===== src/rtl/bpbcd_pkg.sv =====
// Shared constants and types for the binary to packed BCD converter.
package bpbcd_pkg;

  localparam int MAX_BYTES  = 10;
  localparam int VALUE_W    = 63;
  localparam int DIGITS     = 2 * MAX_BYTES;
  localparam int BCD_W      = 4 * DIGITS;
  localparam int COUNT_W    = 4;
  localparam int INDEX_W    = 4;
  localparam int BIT_CNT_W  = $clog2(VALUE_W);

  localparam logic [COUNT_W-1:0] COUNT_RESET = COUNT_W'(4);
  localparam logic [COUNT_W-1:0] COUNT_MAX   = COUNT_W'(MAX_BYTES);

  typedef logic [BCD_W-1:0] bcd_t;

endpackage


===== src/rtl/binary_to_packed_bcd_top.sv =====
// Top level of the binary to packed BCD converter.
//
// Usage:
//   Configuration: write byte_count (1..10) on cfg_valid/cfg_ready while the
//   block is idle; cfg_ready is always high. Values above 10 saturate to 10,
//   zero makes a value produce no bytes at all. Reset sets byte_count to 4.
//   Input: one 63-bit request on in_value with in_valid/in_ready. in_ready is
//   high only while the converter is idle.
//   Output: byte_count result bytes per request, least significant first,
//   on out_bcd_byte/out_byte_index/out_last with out_valid/out_ready; out_last
//   marks the final byte of the run.
// Timing:
//   The shared double-dabble unit runs once per input bit; once the last bit
//   is shifted in, the first byte is loaded into the output register. Bytes
//   then leave at one per cycle while out_ready is high. A new request is
//   taken as soon as the last byte is loaded into the output register, even
//   while that byte still waits. When the receiver stalls the output register
//   holds its byte and the byte stream pauses. Reset (rst_n low, synchronous)
//   returns to idle and drops any pending output.
module binary_to_packed_bcd_top (
  input  logic                             clk,
  input  logic                             rst_n,
  input  logic                             cfg_valid,
  output logic                             cfg_ready,
  input  logic [bpbcd_pkg::COUNT_W-1:0]    cfg_byte_count,
  input  logic                             in_valid,
  output logic                             in_ready,
  input  logic [bpbcd_pkg::VALUE_W-1:0]    in_value,
  output logic                             out_valid,
  input  logic                             out_ready,
  output logic [7:0]                       out_bcd_byte,
  output logic [bpbcd_pkg::INDEX_W-1:0]    out_byte_index,
  output logic                             out_last
);
  import bpbcd_pkg::*;

  typedef enum logic [1:0] {S_IDLE, S_CONV, S_EMIT} state_t;

  state_t               state_r, state_nxt;
  logic [COUNT_W-1:0]   byte_count_r, byte_count_nxt;
  logic [COUNT_W-1:0]   n_r, n_nxt;
  logic [VALUE_W-1:0]   bin_r, bin_nxt;
  bcd_t                 bcd_r, bcd_nxt;
  bcd_t                 bcd_step;
  logic [BIT_CNT_W-1:0] bit_cnt_r, bit_cnt_nxt;
  logic [INDEX_W-1:0]   idx_r, idx_nxt;
  logic                 out_valid_r, out_valid_nxt;
  logic [7:0]           out_byte_r, out_byte_nxt;
  logic [INDEX_W-1:0]   out_idx_r, out_idx_nxt;
  logic                 out_last_r, out_last_nxt;
  logic                 in_fire;
  logic                 out_free;
  logic                 idx_last;

  // Shared add-3 and shift unit, used once per input bit.
  bpbcd_dabble u_dabble (
    .bcd_in  (bcd_r),
    .bit_in  (bin_r[VALUE_W-1]),
    .bcd_out (bcd_step)
  );

  assign cfg_ready      = 1'b1;
  assign in_ready       = (state_r == S_IDLE);
  assign in_fire        = in_valid && in_ready;
  assign out_free       = !out_valid_r || out_ready;
  assign idx_last       = (idx_r == n_r - COUNT_W'(1));

  assign out_valid      = out_valid_r;
  assign out_bcd_byte   = out_byte_r;
  assign out_byte_index = out_idx_r;
  assign out_last       = out_last_r;

  always_comb begin
    state_nxt      = state_r;
    byte_count_nxt = byte_count_r;
    n_nxt          = n_r;
    bin_nxt        = bin_r;
    bcd_nxt        = bcd_r;
    bit_cnt_nxt    = bit_cnt_r;
    idx_nxt        = idx_r;
    out_valid_nxt  = out_valid_r;
    out_byte_nxt   = out_byte_r;
    out_idx_nxt    = out_idx_r;
    out_last_nxt   = out_last_r;

    if (cfg_valid) begin
      byte_count_nxt = cfg_byte_count;
    end

    // Drop the output byte once the receiver takes it.
    if (out_valid_r && out_ready) begin
      out_valid_nxt = 1'b0;
    end

    case (state_r)
      S_IDLE: begin
        // A zero byte count drops the request; stay idle.
        if (in_fire && (byte_count_r != '0)) begin
          n_nxt       = (byte_count_r > COUNT_MAX) ? COUNT_MAX : byte_count_r;
          bin_nxt     = in_value;
          bcd_nxt     = '0;
          bit_cnt_nxt = '0;
          state_nxt   = S_CONV;
        end
      end
      S_CONV: begin
        // Advance one bit through the dabble unit.
        bcd_nxt     = bcd_step;
        bin_nxt     = {bin_r[VALUE_W-2:0], 1'b0};
        bit_cnt_nxt = bit_cnt_r + BIT_CNT_W'(1);
        if (bit_cnt_r == BIT_CNT_W'(VALUE_W - 1)) begin
          idx_nxt   = '0;
          state_nxt = S_EMIT;
        end
      end
      S_EMIT: begin
        // Load the next byte when the output register is free.
        if (out_free) begin
          out_valid_nxt = 1'b1;
          out_byte_nxt  = bcd_r[7:0];
          out_idx_nxt   = idx_r;
          out_last_nxt  = idx_last;
          bcd_nxt       = {8'h00, bcd_r[BCD_W-1:8]};
          idx_nxt       = idx_r + INDEX_W'(1);
          if (idx_last) begin
            state_nxt = S_IDLE;
          end
        end
      end
      default: begin
        state_nxt = S_IDLE;
      end
    endcase
  end

  always_ff @(posedge clk) begin
    if (!rst_n) begin
      state_r      <= S_IDLE;
      byte_count_r <= COUNT_RESET;
      out_valid_r  <= 1'b0;
      bit_cnt_r    <= '0;
      idx_r        <= '0;
      n_r          <= COUNT_RESET;
    end else begin
      state_r      <= state_nxt;
      byte_count_r <= byte_count_nxt;
      out_valid_r  <= out_valid_nxt;
      bit_cnt_r    <= bit_cnt_nxt;
      idx_r        <= idx_nxt;
      n_r          <= n_nxt;
    end
    bin_r      <= bin_nxt;
    bcd_r      <= bcd_nxt;
    out_byte_r <= out_byte_nxt;
    out_idx_r  <= out_idx_nxt;
    out_last_r <= out_last_nxt;
  end

endmodule


===== src/rtl/bpbcd_dabble.sv =====
// One double-dabble step: add-3 correction on every digit, then shift in one bit.
module bpbcd_dabble (
  input  bpbcd_pkg::bcd_t bcd_in,
  input  logic            bit_in,
  output bpbcd_pkg::bcd_t bcd_out
);
  import bpbcd_pkg::*;

  bcd_t adj;

  // Correct each digit independently before the shift.
  always_comb begin
    for (int d = 0; d < DIGITS; d++) begin
      if (bcd_in[4*d +: 4] > 4'd4) begin
        adj[4*d +: 4] = bcd_in[4*d +: 4] + 4'd3;
      end else begin
        adj[4*d +: 4] = bcd_in[4*d +: 4];
      end
    end
  end

  assign bcd_out = {adj[BCD_W-2:0], bit_in};

endmodule


===== config.mk =====
export PLATFORM = sky130hd
export DESIGN_NAME = binary_to_packed_bcd_top
export DESIGN_NICKNAME = d
export VERILOG_FILES = /design/src/rtl/bpbcd_pkg.sv /design/src/rtl/binary_to_packed_bcd_top.sv /design/src/rtl/bpbcd_dabble.sv
export SDC_FILE = /design/constraint.sdc
export NUM_CORES = 1
export LEC_CHECK = 0
export BUFFER_PORTS_ARGS = -buffer_cell sky130_fd_sc_hd__buf_2
export CAP_MARGIN = 20
export CORE_ASPECT_RATIO = 0.8
export CORE_MARGIN = 1.5
export CORE_UTILIZATION = 54
export DETAILED_ROUTE_END_ITERATION = 10
export PLACE_DENSITY = 0.77
export SYNTH_ARGS = -nofsm -noshare
export SYNTH_HDL_FRONTEND = slang
export SYNTH_SLANG_ARGS = --single-unit

===== constraint.sdc =====
create_clock -name clk -period 5.2 [get_ports clk]
set_clock_uncertainty 0.1 [all_clocks]
set_input_delay 0.26 -clock clk [delete_from_list [all_inputs] [get_ports clk]]
set_output_delay 0.26 -clock clk [all_outputs]
set_load 0.005 [all_outputs]

==> summary.md, run 1 <==
| Metric | Value |
|---|---|
| # port buffers | `86` |
| Routed len/inst | `around 16 µm` |
| Filler instances | `approximately 1.2k` |
| Hold Crit Class | `in -> reg` |
| WP data arrival | `3050 ps` |
| Status | `finished, final reports clean` |
| Worst-Margin Slew | `1050 ps` |
| Crit path cell chain | `inv_1 > ha_1 > nand2b_1 > o221ai_4 > nor2_4 > buf_4` |
| Cell count after synthesis | `748` |
| Most frequent cells in the layout | `156 x edfxtp_1, 86 x buf_2, 75 x nand2_1` |
| Ant diodes | `0` |
| Largest cells by area after synthesis | `edfxtp_1 52%, mux2_2 8.3%, dfxtp_1 4.7%` |
| Synth top area share | `0.524` |
| Top_reg_cell synth | `edfxtp_1` |
| Share of cells above drive strength 1 | `0.234` |
| Crit Path Category | `reg -> reg` |
| Residual DRC | `0` |
| Reg2reg end | `bcd_r[39]` |
| CTS Sinks | `177` |
| CTS root buf | `clkbuf_16` |
| Area grow syn2layout | `14.1%` |
| FP Rows | `between 40 and 50` |
| Most common cell after layout, fill and taps aside | `edfxtp_1` |
| CP peak stage delay | `690 ps` |
| Hold-critical path depth | `2` |
| GR Overflow Total | `0` |
| Max cap viols | `0` |
| Max Buffers Root-to-Sink | `2` |
| Die Area | `17400 µm²` |
| Worst R2R Path Depth | `6` |
| Seq/Total Area, Yosys | `0.571` |
| Initial antenna violation count | `1` |
| Hold EP | `byte_count_r[2]` |
| Post-synth EDFFs | `156` |
| First-pass GRT wire length | `roughly 30000 µm` |
| Fin. Hold Viols | `0` |
| RSZ-0062 raised after global routing | `false` |
| Post-synth top area cell | `edfxtp_1` |
| CTS Hold Buffers Added | `4` |
| Hold Crit Start | `cfg_valid` |
| Int Pwr | `0.00388 W` |
| 1st-iter DRT viols | `roughly 480` |
| Largest net degree at the start of global routing | `84` |
| DP Wirelength | `11100 µm` |
| Ys async rst share | `0` |
| Final ANT Viol Nets | `0` |
| Combinational fraction of design power | `0.337` |
| Clock transition at path regs | `60 ps` |
| Mapped cell area | `8950 µm²` |
| Total power | `0.00595 W` |
| Fin util | `0.638` |
| Seq cells post-synth | `177` |
| GPL Wtd Cong | `0.817` |
| Syn Area/Cell | `12.0 µm²` |
| # nets final | `935` |
| Num CTS Buffers | `17` |
| Period Utilization, post-route | `0.593` |
| # resized after CTS | `0` |
| Endpoint class of the critical path | `flop` |
| TNS Setup | `0 ps` |
| Largest fanout on the critical path | `52` |
| Critical path launch point type | `flop` |
| Final wirelength | `17400 µm` |
| TritonRoute pass-1 iters | `6` |
| H-tree Lvls | `4` |
| Setup bufs post-CTS | `0` |
| Clock Latency Late Sink | `430 ps` |
| Crit path time final | `3080 ps` |
| Via count | `5970` |
| Initial Utilization | `0.559` |
| Die width | `between 100 and 150 µm` |
| Final WS setup | `2120 ps` |
| Final slew viol count | `0` |
| # IOs | `88` |
| Reg-to-reg slack, setup | `2120 ps` |
| Fmax | `324 MHz` |
| Yosys warns | `0` |
| Worst vdd ir | `323 µV` |
| Setup violations, final | `0` |
| Pre-CTS setup slack | `2110 ps` |
| Psw | `0.00208 W` |
| Die H | `118 µm` |
| Core Area | `16000 µm²` |
| Vias in the first global route | `about 6.1k` |
| Seq pwr share | `0.448` |
| Net Sw Frac | `0.349` |
| Power Dens Cells | `583 nW/µm²` |
| Leakage | `3.77 nW` |
| Relative slew slack | `0.302` |
| Required time of the critical path | `around 5200 ps` |
| Gr usage total | `0.213` |
| Clock share of power | `0.214` |
| Slowest cell on crit path | `buf_4` |
| Syn_nets | `about 850` |
| CTS tree | `built` |
| Count of different cell masters after synthesis | `47` |
| Vias/cell | `5.63` |
| Worst r2r src | `state_r[0]` |
[power by group through the flow]
stage	registers, W	clock network (W)	logic (W)
2_1_floorplan	0.00258	0	0.00158
3_3_place_gp	0.00266	0	0.00187
3_5_place_dp	0.00269	0	0.00198
4_1_cts	0.00267	0.00129	0.00202
5_1_grt	0.00274	0.00135	0.00226
6_report	0.00267	0.00128	0.00201
[logic make-up (layout without fill, tap and decap cells)]
kind of cell	Yosys count	count (layout)	share of synthesized area
AO/OA/AOI/OAI	178	178	0.125
XOR/XNOR	38	38	0.0387
adder cells (fa/ha/maj)	29	29	0.0406
buffers and inverters	103	200	0.0466
flip-flops	177	177	0.571
multiplexers	84	84	0.103
other	1	1	0.000419
AND/OR/NAND/NOR	138	138	0.0745
[cell usage after synthesis, types with 2 or more instances]
master / instances
xnor2_1: 22
a21oi_1: 56
a211o_1: 2
nand2_1: 76
nor3b_1: 19
or4_1: 2
o21a_1: 2
nand3_1: 5
nand4_1: 3
inv_2: 3
a31oi_1: 2
a32o_1: 15
xor2_1: 15
nor3_1: 6
o211ai_1: 2
clkbuf_1: 14
ha_1: 29
o22ai_1: 2
or3_1: 4
edfxtp_1: 156
nor2_1: 11
mux2_2: 66
buf_4: 2
nand2b_1: 3
o31ai_1: 16
inv_1: 70
nor2b_1: 5
buf_2: 12
a211oi_1: 5
mux2i_1: 18
o21ai_0: 23
dfxtp_1: 21
o21ai_1: 47
[worst max-delay path, delay by kind of cell (launching register included)]
kind            cells  cell delay (ps)
fa+ha+maj           1              370
compound gates      1              150
simple gates        2              830
buf+inv             2              810
flops               1              430
[sequential cells by signal (all words and copies together), names as in the netlist]
register        count
bcd_r              80
n_r                 4
out_byte_index      4
idx_r               4
out_bcd_byte        8
bit_cnt_r           6
byte_count_r        4
bin_r              63
state_r             2
out_valid           1
out_last            1
[how the worst max path moves through the flow]
stage                endpoint  cells after the start        from  slack (ps)
detailed placement  bcd_r[46]                      6  state_r[0]        2110
floorplan            bcd_r[0]                      6  state_r[0]         170
global placement    bcd_r[46]                      6  state_r[0]        2250
global route        bcd_r[62]                      6  state_r[0]        1930
CTS                 bcd_r[52]                      6  state_r[0]        2100
finish              bcd_r[39]                      6  state_r[0]        2120
[per-stage QoR]
| stage | std cells | area [µm²] | hold WS [ps] |
|---|---|---|---|
| 6_report | 1060 | 10200 | 11.0 |
| 5_1_grt | 1060 | 10200 | 14.1 |
| 4_1_cts | 1060 | 10200 | 2.39 |
| 3_5_place_dp | 1026 | 9590 | 363 |
| 3_3_place_gp | 1025 | 9570 | 359 |
| 2_1_floorplan | 748 | 8950 | 286 |
[layout make-up]
type | count | area [µm²] | share of cell area
multi-input cells | 468 | 3450 | 0.338
repair buffers | 96 | 528 | 0.0517
flip-flops and latches | 177 | 5100 | 0.500
clock inverters | 11 | 141 | 0.0139
clock buffers | 19 | 433 | 0.0424
well taps | 215 | 269 | 0.0264
inverters | 74 | 278 | 0.0272
[routing by layer]
layer,share of wire,vias to the layer above,track usage
met2,0.49,157,0.353
li1,-,2899,-
met5,0.00069,-,0
met1,0.44,2885,0.279
met4,0.015,2,0.0738
met3,0.049,27,0.0471
Note: power is estimated with default switching activity, not from simulation.
==> inputs of run 2 (changes only) <==
--- a/config.mk
+++ b/config.mk
@@ -9,9 +9,9 @@
 export CAP_MARGIN = 20
 export CORE_ASPECT_RATIO = 0.8
 export CORE_MARGIN = 1.5
-export CORE_UTILIZATION = 54
+export CORE_UTILIZATION = 55
 export DETAILED_ROUTE_END_ITERATION = 10
-export PLACE_DENSITY = 0.77
+export PLACE_DENSITY = 0.75
 export SYNTH_ARGS = -nofsm -noshare
 export SYNTH_HDL_FRONTEND = slang
 export SYNTH_SLANG_ARGS = --single-unit
==> constraint.sdc (replaced) <==
create_clock -name clk -period 3 [get_ports clk]
set_clock_uncertainty 0.1 [all_clocks]
set_input_delay 0.15 -clock clk [delete_from_list [all_inputs] [get_ports clk]]
set_output_delay 0.15 -clock clk [all_outputs]
set_load 0.005 [all_outputs]
==> summary.md, run 2 (synthesis gave the netlist of run 1 again) <==
| Metric | Value |
|---|---|
| Crit Path Category | `reg -> reg` |
| Period Utilization, post-route | `0.793 (+0.200)` |
| CP peak stage delay | `450 ps (-240 ps)` |
| Share of cells above drive strength 1 | `0.223 (-0.0117)` |
| Final slew viol count | `0 (unchanged)` |
| Crit path time final | `2380 ps (-706 ps)` |
| Required time of the critical path | `3030 ps (-2140 ps)` |
| Largest Register | `bcd_r` |
| Worst vdd ir | `584 µV (+81%)` |
| Crit path cell chain | `inv_1 > ha_1 > nand2b_1 > o221ai_4 > nor2_4 > buf_12` |
| GR Overflow Total | `0 (unchanged)` |
| # port buffers | `86 (unchanged)` |
| Fin. Hold Viols | `0 (unchanged)` |
| Fmax | `420 MHz (+30%)` |
| Max cap viols | `0 (unchanged)` |
| Relative slew slack | `0.635 (+0.333)` |
| Max reg flops | `80 (unchanged)` |
| Vias/cell | `5.61 (-0.34%)` |
| DP Wirelength | `11800 µm (+6.0%)` |
| CTS root buf | `clkbuf_16` |
| Area grow syn2layout | `22.9%` |
| Leakage | `4.10 nW (+8.7%)` |
| Routed len/inst | `17.2 µm (+5.3%)` |
| Critical path buffers and inverters | `2 (unchanged)` |
| GPL Wtd Cong | `0.812 (-0.70%)` |
| Largest fanout on the critical path | `28 (-46%)` |
| Final WS setup | `622 ps (-1490 ps)` |
| Status | `finished, final reports clean` |
| CTS Sinks | `177 (unchanged)` |
| # nets final | `1009 (+7.9%)` |
| Filler instances | `1107 (-10%)` |
| Min Hold Slack | `106 ps (+95.4 ps)` |
| Initial Utilization | `0.564 (+0.00543)` |
| RSZ-0062 raised after global routing | `false` |
| Clock Latency Late Sink | `430 ps (about the same)` |
| Clock transition at path regs | `70 ps (about the same)` |
| Vias in the first global route | `6516 (+7.4%)` |
| Largest net degree at the start of global routing | `73 (-13%)` |
| # resized after CTS | `0 (unchanged)` |
| Setup violations, final | `0 (unchanged)` |
| Ant diodes | `0 (unchanged)` |
| Gr usage total | `0.241 (+0.0274)` |
| Hold Crit Class | `in -> reg` |
| Worst-Margin Slew | `544 ps (-503 ps)` |
| WP data arrival | `2410 ps (-640 ps)` |
| Num CTS Buffers | `17 (unchanged)` |
| First-pass GRT wire length | `32000 µm (+8.7%)` |
| CTS tree | `built` |
| Pre-CTS setup slack | `650 ps (-1460 ps)` |
| # IOs | `88 (unchanged)` |
| Endpoint class of the critical path | `flop` |
| FP Rows | `41 (unchanged)` |
| Die width | `146 µm (-0.90%)` |
| Core Area | `15900 µm² (-0.96%)` |
| Max Buffers Root-to-Sink | `2 (unchanged)` |
| Die Area | `17000 µm² (-1.8%)` |
| 1st-iter DRT viols | `419 (-13%)` |
| Most common cell after layout, fill and taps aside | `edfxtp_1` |
| Critical path launch point type | `flop` |
| H-tree Lvls | `4 (unchanged)` |
| Delay-heaviest family, CP | `simple AND/OR/NAND/NOR gates` |
| Most frequent cells in the layout | `156 x edfxtp_1, 86 x buf_2, 75 x nand2_1` |
| Via count | `6376 (+6.8%)` |
| TNS Setup | `0 ps (unchanged)` |
| TritonRoute pass-1 iters | `5 (-1)` |
| Power Dens Cells | `960 nW/µm² (+65%)` |
| Residual DRC | `0 (unchanged)` |
| Die H | `117 µm (-0.89%)` |
| Initial antenna violation count | `0 (-1)` |
| Final wirelength | `19600 µm (+13%)` |
| Final ANT Viol Nets | `0 (unchanged)` |
| Slowest cell on crit path | `nor2_4` |
run 2: cell types whose count changed in the layout (fill, tap and decap cells not counted), sizes merged:
cell / before / now
dlygate4sd3: 4 / 74
buf: 92 / 96
inv: 73 / 77
clkinv: 7 / 10
bufinv: 3 / 1
clkbuf: 19 / 17
clkinvlp: 2 / 1
run 2: area by class of cell:
cell class	count	area (µm²)	area share
Multi-Input combinational cell	468	3450	0.314
Timing Repair Buffer	170	1330	0.121
Inverter	74	278	0.0253
Tap cell	215	269	0.0245
Clock buffer	17	425	0.0387
Clock inverter	15	134	0.0122
Sequential cell	177	5100	0.464
run 2: metal layers:
metal  share of wire  global-route usage
met3           0.048              0.0434
met4           0.030               0.114
met1            0.43               0.303
met5               0                   0
met2            0.49               0.413
run 2: repair_timing:
item	CTS	global route
endpoints found under the setup margin	0	0
endpoints found under the hold margin	71	0
hold buffers	74	0
setup buffers	0	0
run 2: worst paths after layout:
| path | start | end | slack, ps | cells past startpoint |
|---|---|---|---|---|
| setup / recovery | state_r[0] | bcd_r[44] | 620 | 6 |
| hold reg to reg | bcd_r[1] | out_bcd_byte[1] | 380 | 0 |
| hold / removal | out_ready | out_valid | 110 | 3 |
| setup reg to reg | state_r[0] | bcd_r[44] | 620 | 6 |
run 2: stage by stage:
step	area, µm²	power, W	util	std cells
6_report	11000	0.0106	0.694	1136
4_1_cts	11000	0.0105	0.694	1136
3_5_place_dp	9700	0.00824	0.612	1030
3_3_place_gp	9700	0.00798	0.612	1030
2_1_floorplan	8950	0.00719	-	748
5_1_grt	11000	0.0112	0.694	1136
run 2: where the power goes:
| group | switching (W) | internal [W] | total [W] |
|---|---|---|---|
| combinational | 0.00211 | 0.00163 | 0.00374 |
| sequential | 0.000700 | 0.00395 | 0.00465 |
| clock | 0.00102 | 0.00115 | 0.00217 |
| total | 0.00383 | 0.00673 | 0.0106 |
run 2: worst register-to-register path, delay by kind of cell, from the launching register on:
family	cells	cell delay [ps]
and+or+nand+nor	2	630
buffers and inverters	2	400
adders and majority gates	1	370
DFF	1	430
AOI/OAI and AO/OA	1	140
==> inputs of run 3 (changes only) <==
==> constraint.sdc (replaced) <==
create_clock -name clk -period 2.5 [get_ports clk]
set_clock_uncertainty 0.1 [all_clocks]
set_input_delay 0.125 -clock clk [delete_from_list [all_inputs] [get_ports clk]]
set_output_delay 0.125 -clock clk [all_outputs]
set_load 0.005 [all_outputs]
==> summary.md, run 3 (synthesis gave the netlist of run 1 again) <==
| Metric | Value |
|---|---|
| Largest Register | `bcd_r` |
| Relative slew slack | `0.640 (+0.00577)` |
| Crit path cell chain | `inv_2 > ha_4 > inv_2 > nor2_4 > buf_12 > nand2_1 > o21ai_1` |
| Delay-heaviest family, CP | `adder cells` |
| # IOs | `88 (unchanged)` |
| Worst vdd ir | `591 µV (+1.1%)` |
| WP data arrival | `2280 ps (-130 ps)` |
| GPL Wtd Cong | `0.808 (-0.38%)` |
| # nets final | `1008 (-0.099%)` |
| First-pass GRT wire length | `31400 µm (-1.9%)` |
| 1st-iter DRT viols | `605 (+44%)` |
| Fmax | `473 MHz (+13%)` |
| Share of cells above drive strength 1 | `0.233 (+0.0100)` |
| TritonRoute pass-1 iters | `5 (unchanged)` |
| Slowest cell on crit path | `ha_4` |
| Crit path time final | `2110 ps (-264 ps)` |
| Register Area | `5110 µm² (about the same)` |
| Initial Utilization | `0.564 (unchanged)` |
| Pre-CTS setup slack | `418 ps (-232 ps)` |
| Clock transition at path regs | `70 ps (about the same)` |
| # port buffers | `86 (unchanged)` |
| Fin util | `0.697 (+0.00363)` |
| Endpoint class of the critical path | `flop` |
| Most used cell, CP | `inv_2` |
| RSZ-0062 raised after global routing | `false` |
| Critical path buffers and inverters | `3 (+1)` |
| CTS Sinks | `177 (unchanged)` |
| Final ANT Viol Nets | `0 (unchanged)` |
| Setup violations, final | `0 (unchanged)` |
| Multi-input gate area | `3480 µm² (+0.65%)` |
| Routed len/inst | `16.8 µm (-2.6%)` |
| Crit Path Category | `reg -> reg` |
| Status | `finished, final reports clean` |
| Die H | `117 µm (unchanged)` |
| Die width | `146 µm (unchanged)` |
| Largest net degree at the start of global routing | `75 (+2.7%)` |
| Die Area | `17000 µm² (unchanged)` |
| Residual DRC | `0 (unchanged)` |
| Max reg flops | `80 (unchanged)` |
| Max cap viols | `0 (unchanged)` |
| Worst-Margin Slew | `534 ps (-10.4 ps)` |
| Final WS setup | `386 ps (-236 ps)` |
| CTS Hold Buffers Added | `74 (unchanged)` |
| Max Buffers Root-to-Sink | `2 (unchanged)` |
| DP Wirelength | `11800 µm (about the same)` |
| Final wirelength | `19100 µm (-2.6%)` |
| Critical path launch point type | `flop` |
| CTS root buf | `clkbuf_16` |
| Gr usage total | `0.237 (-0.00431)` |
| CP peak stage delay | `450 ps (about the same)` |
| Largest fanout on the critical path | `32 (+14%)` |
| H-tree Lvls | `4 (unchanged)` |
| Fin. Hold Viols | `0 (unchanged)` |
| Hold Crit Class | `in -> reg` |
| Via count | `6337 (-0.61%)` |
| Area grow syn2layout | `23.6%` |
| Leakage | `4.12 nW (+0.54%)` |
| Initial antenna violation count | `0 (unchanged)` |
| Filler instances | `1085 (-2.0%)` |
| Most common cell after layout, fill and taps aside | `edfxtp_1` |
| Vias/cell | `5.58 (-0.52%)` |
| Core Area | `15900 µm² (unchanged)` |
| Ant diodes | `0 (unchanged)` |
| CTS tree | `built` |
| FP Rows | `41 (unchanged)` |
| GR Overflow Total | `0 (unchanged)` |
| Clock Latency Late Sink | `450 ps (+20 ps)` |
| Period Utilization, post-route | `0.846 (+0.0528)` |
| Most frequent cells in the layout | `156 x edfxtp_1, 86 x buf_2, 75 x nand2_1` |
| # resized after CTS | `0 (unchanged)` |
| Final slew viol count | `0 (unchanged)` |
| Setup bufs post-CTS | `0 (unchanged)` |
| Num CTS Buffers | `17 (unchanged)` |
| Vias in the first global route | `6365 (-2.3%)` |
| Power Dens Cells | `1160 nW/µm² (+21%)` |
| Required time of the critical path | `2670 ps (-360 ps)` |
run 3: changes by cell type in the layout (fill, tap and decap cells not counted), sizes merged:
cell / previous run / this run
inv: 77 / 83
clkinv: 10 / 4
clkinvlp: 1 / 0
bufinv: 1 / 2
buf: 96 / 95
run 3: routing by layer:
layer / wire [µm] / up-vias / global-route usage
met1: 7980 / 3068 / 0.290
met2: 9950 / 183 / 0.422
met3: 823 / 25 / 0.0484
li1: - / 3061 / -
met4: 319 / 0 / 0.0864
met5: 0 / - / 0
run 3: worst register-to-register path: cells and delay by family, from the launching register on:
family,cells,cell delay (ps)
compound gates,1,110
simple gates,2,470
buf+inv,3,430
flops,1,390
fa+ha+maj,1,450
run 3: path summary, 6_finish.rpt:
path / endpoint / from / slack, ps / cells after the start
min: out_valid / out_ready / 70 / 3
min reg2reg: n_r[3] / n_r[3] / 380 / 2
max reg2reg: bcd_r[65] / state_r[0] / 390 / 7
max: bcd_r[65] / state_r[0] / 390 / 7
run 3: metrics by stage:
step                      total power [W]  hold WS, ps  TNS (ps)  std cells  cell area [µm²]
after floorplan                   0.00866          151    -10910        748             8980
after global placement            0.00962          254         0       1029             9700
after detailed placement          0.00991          258         0       1029             9700
after CTS                          0.0128         61.9         0       1135            11100
after global routing               0.0136          121         0       1135            11100
final                              0.0128         70.1         0       1135            11100
run 3: power breakdown:
part	internal [W]	switching, W
logic	0.00195	0.00250
registers	0.00474	0.000834
clock network	0.00153	0.00129
run 3: area by class of cell:
cell class	instances	area share
Clock inverter	15	0.0169
Timing Repair Buffer	169	0.119
Multi-Input combinational cell	468	0.314
Sequential cell	177	0.462
Inverter	74	0.0251
Tap cell	215	0.0243
Clock buffer	17	0.0385
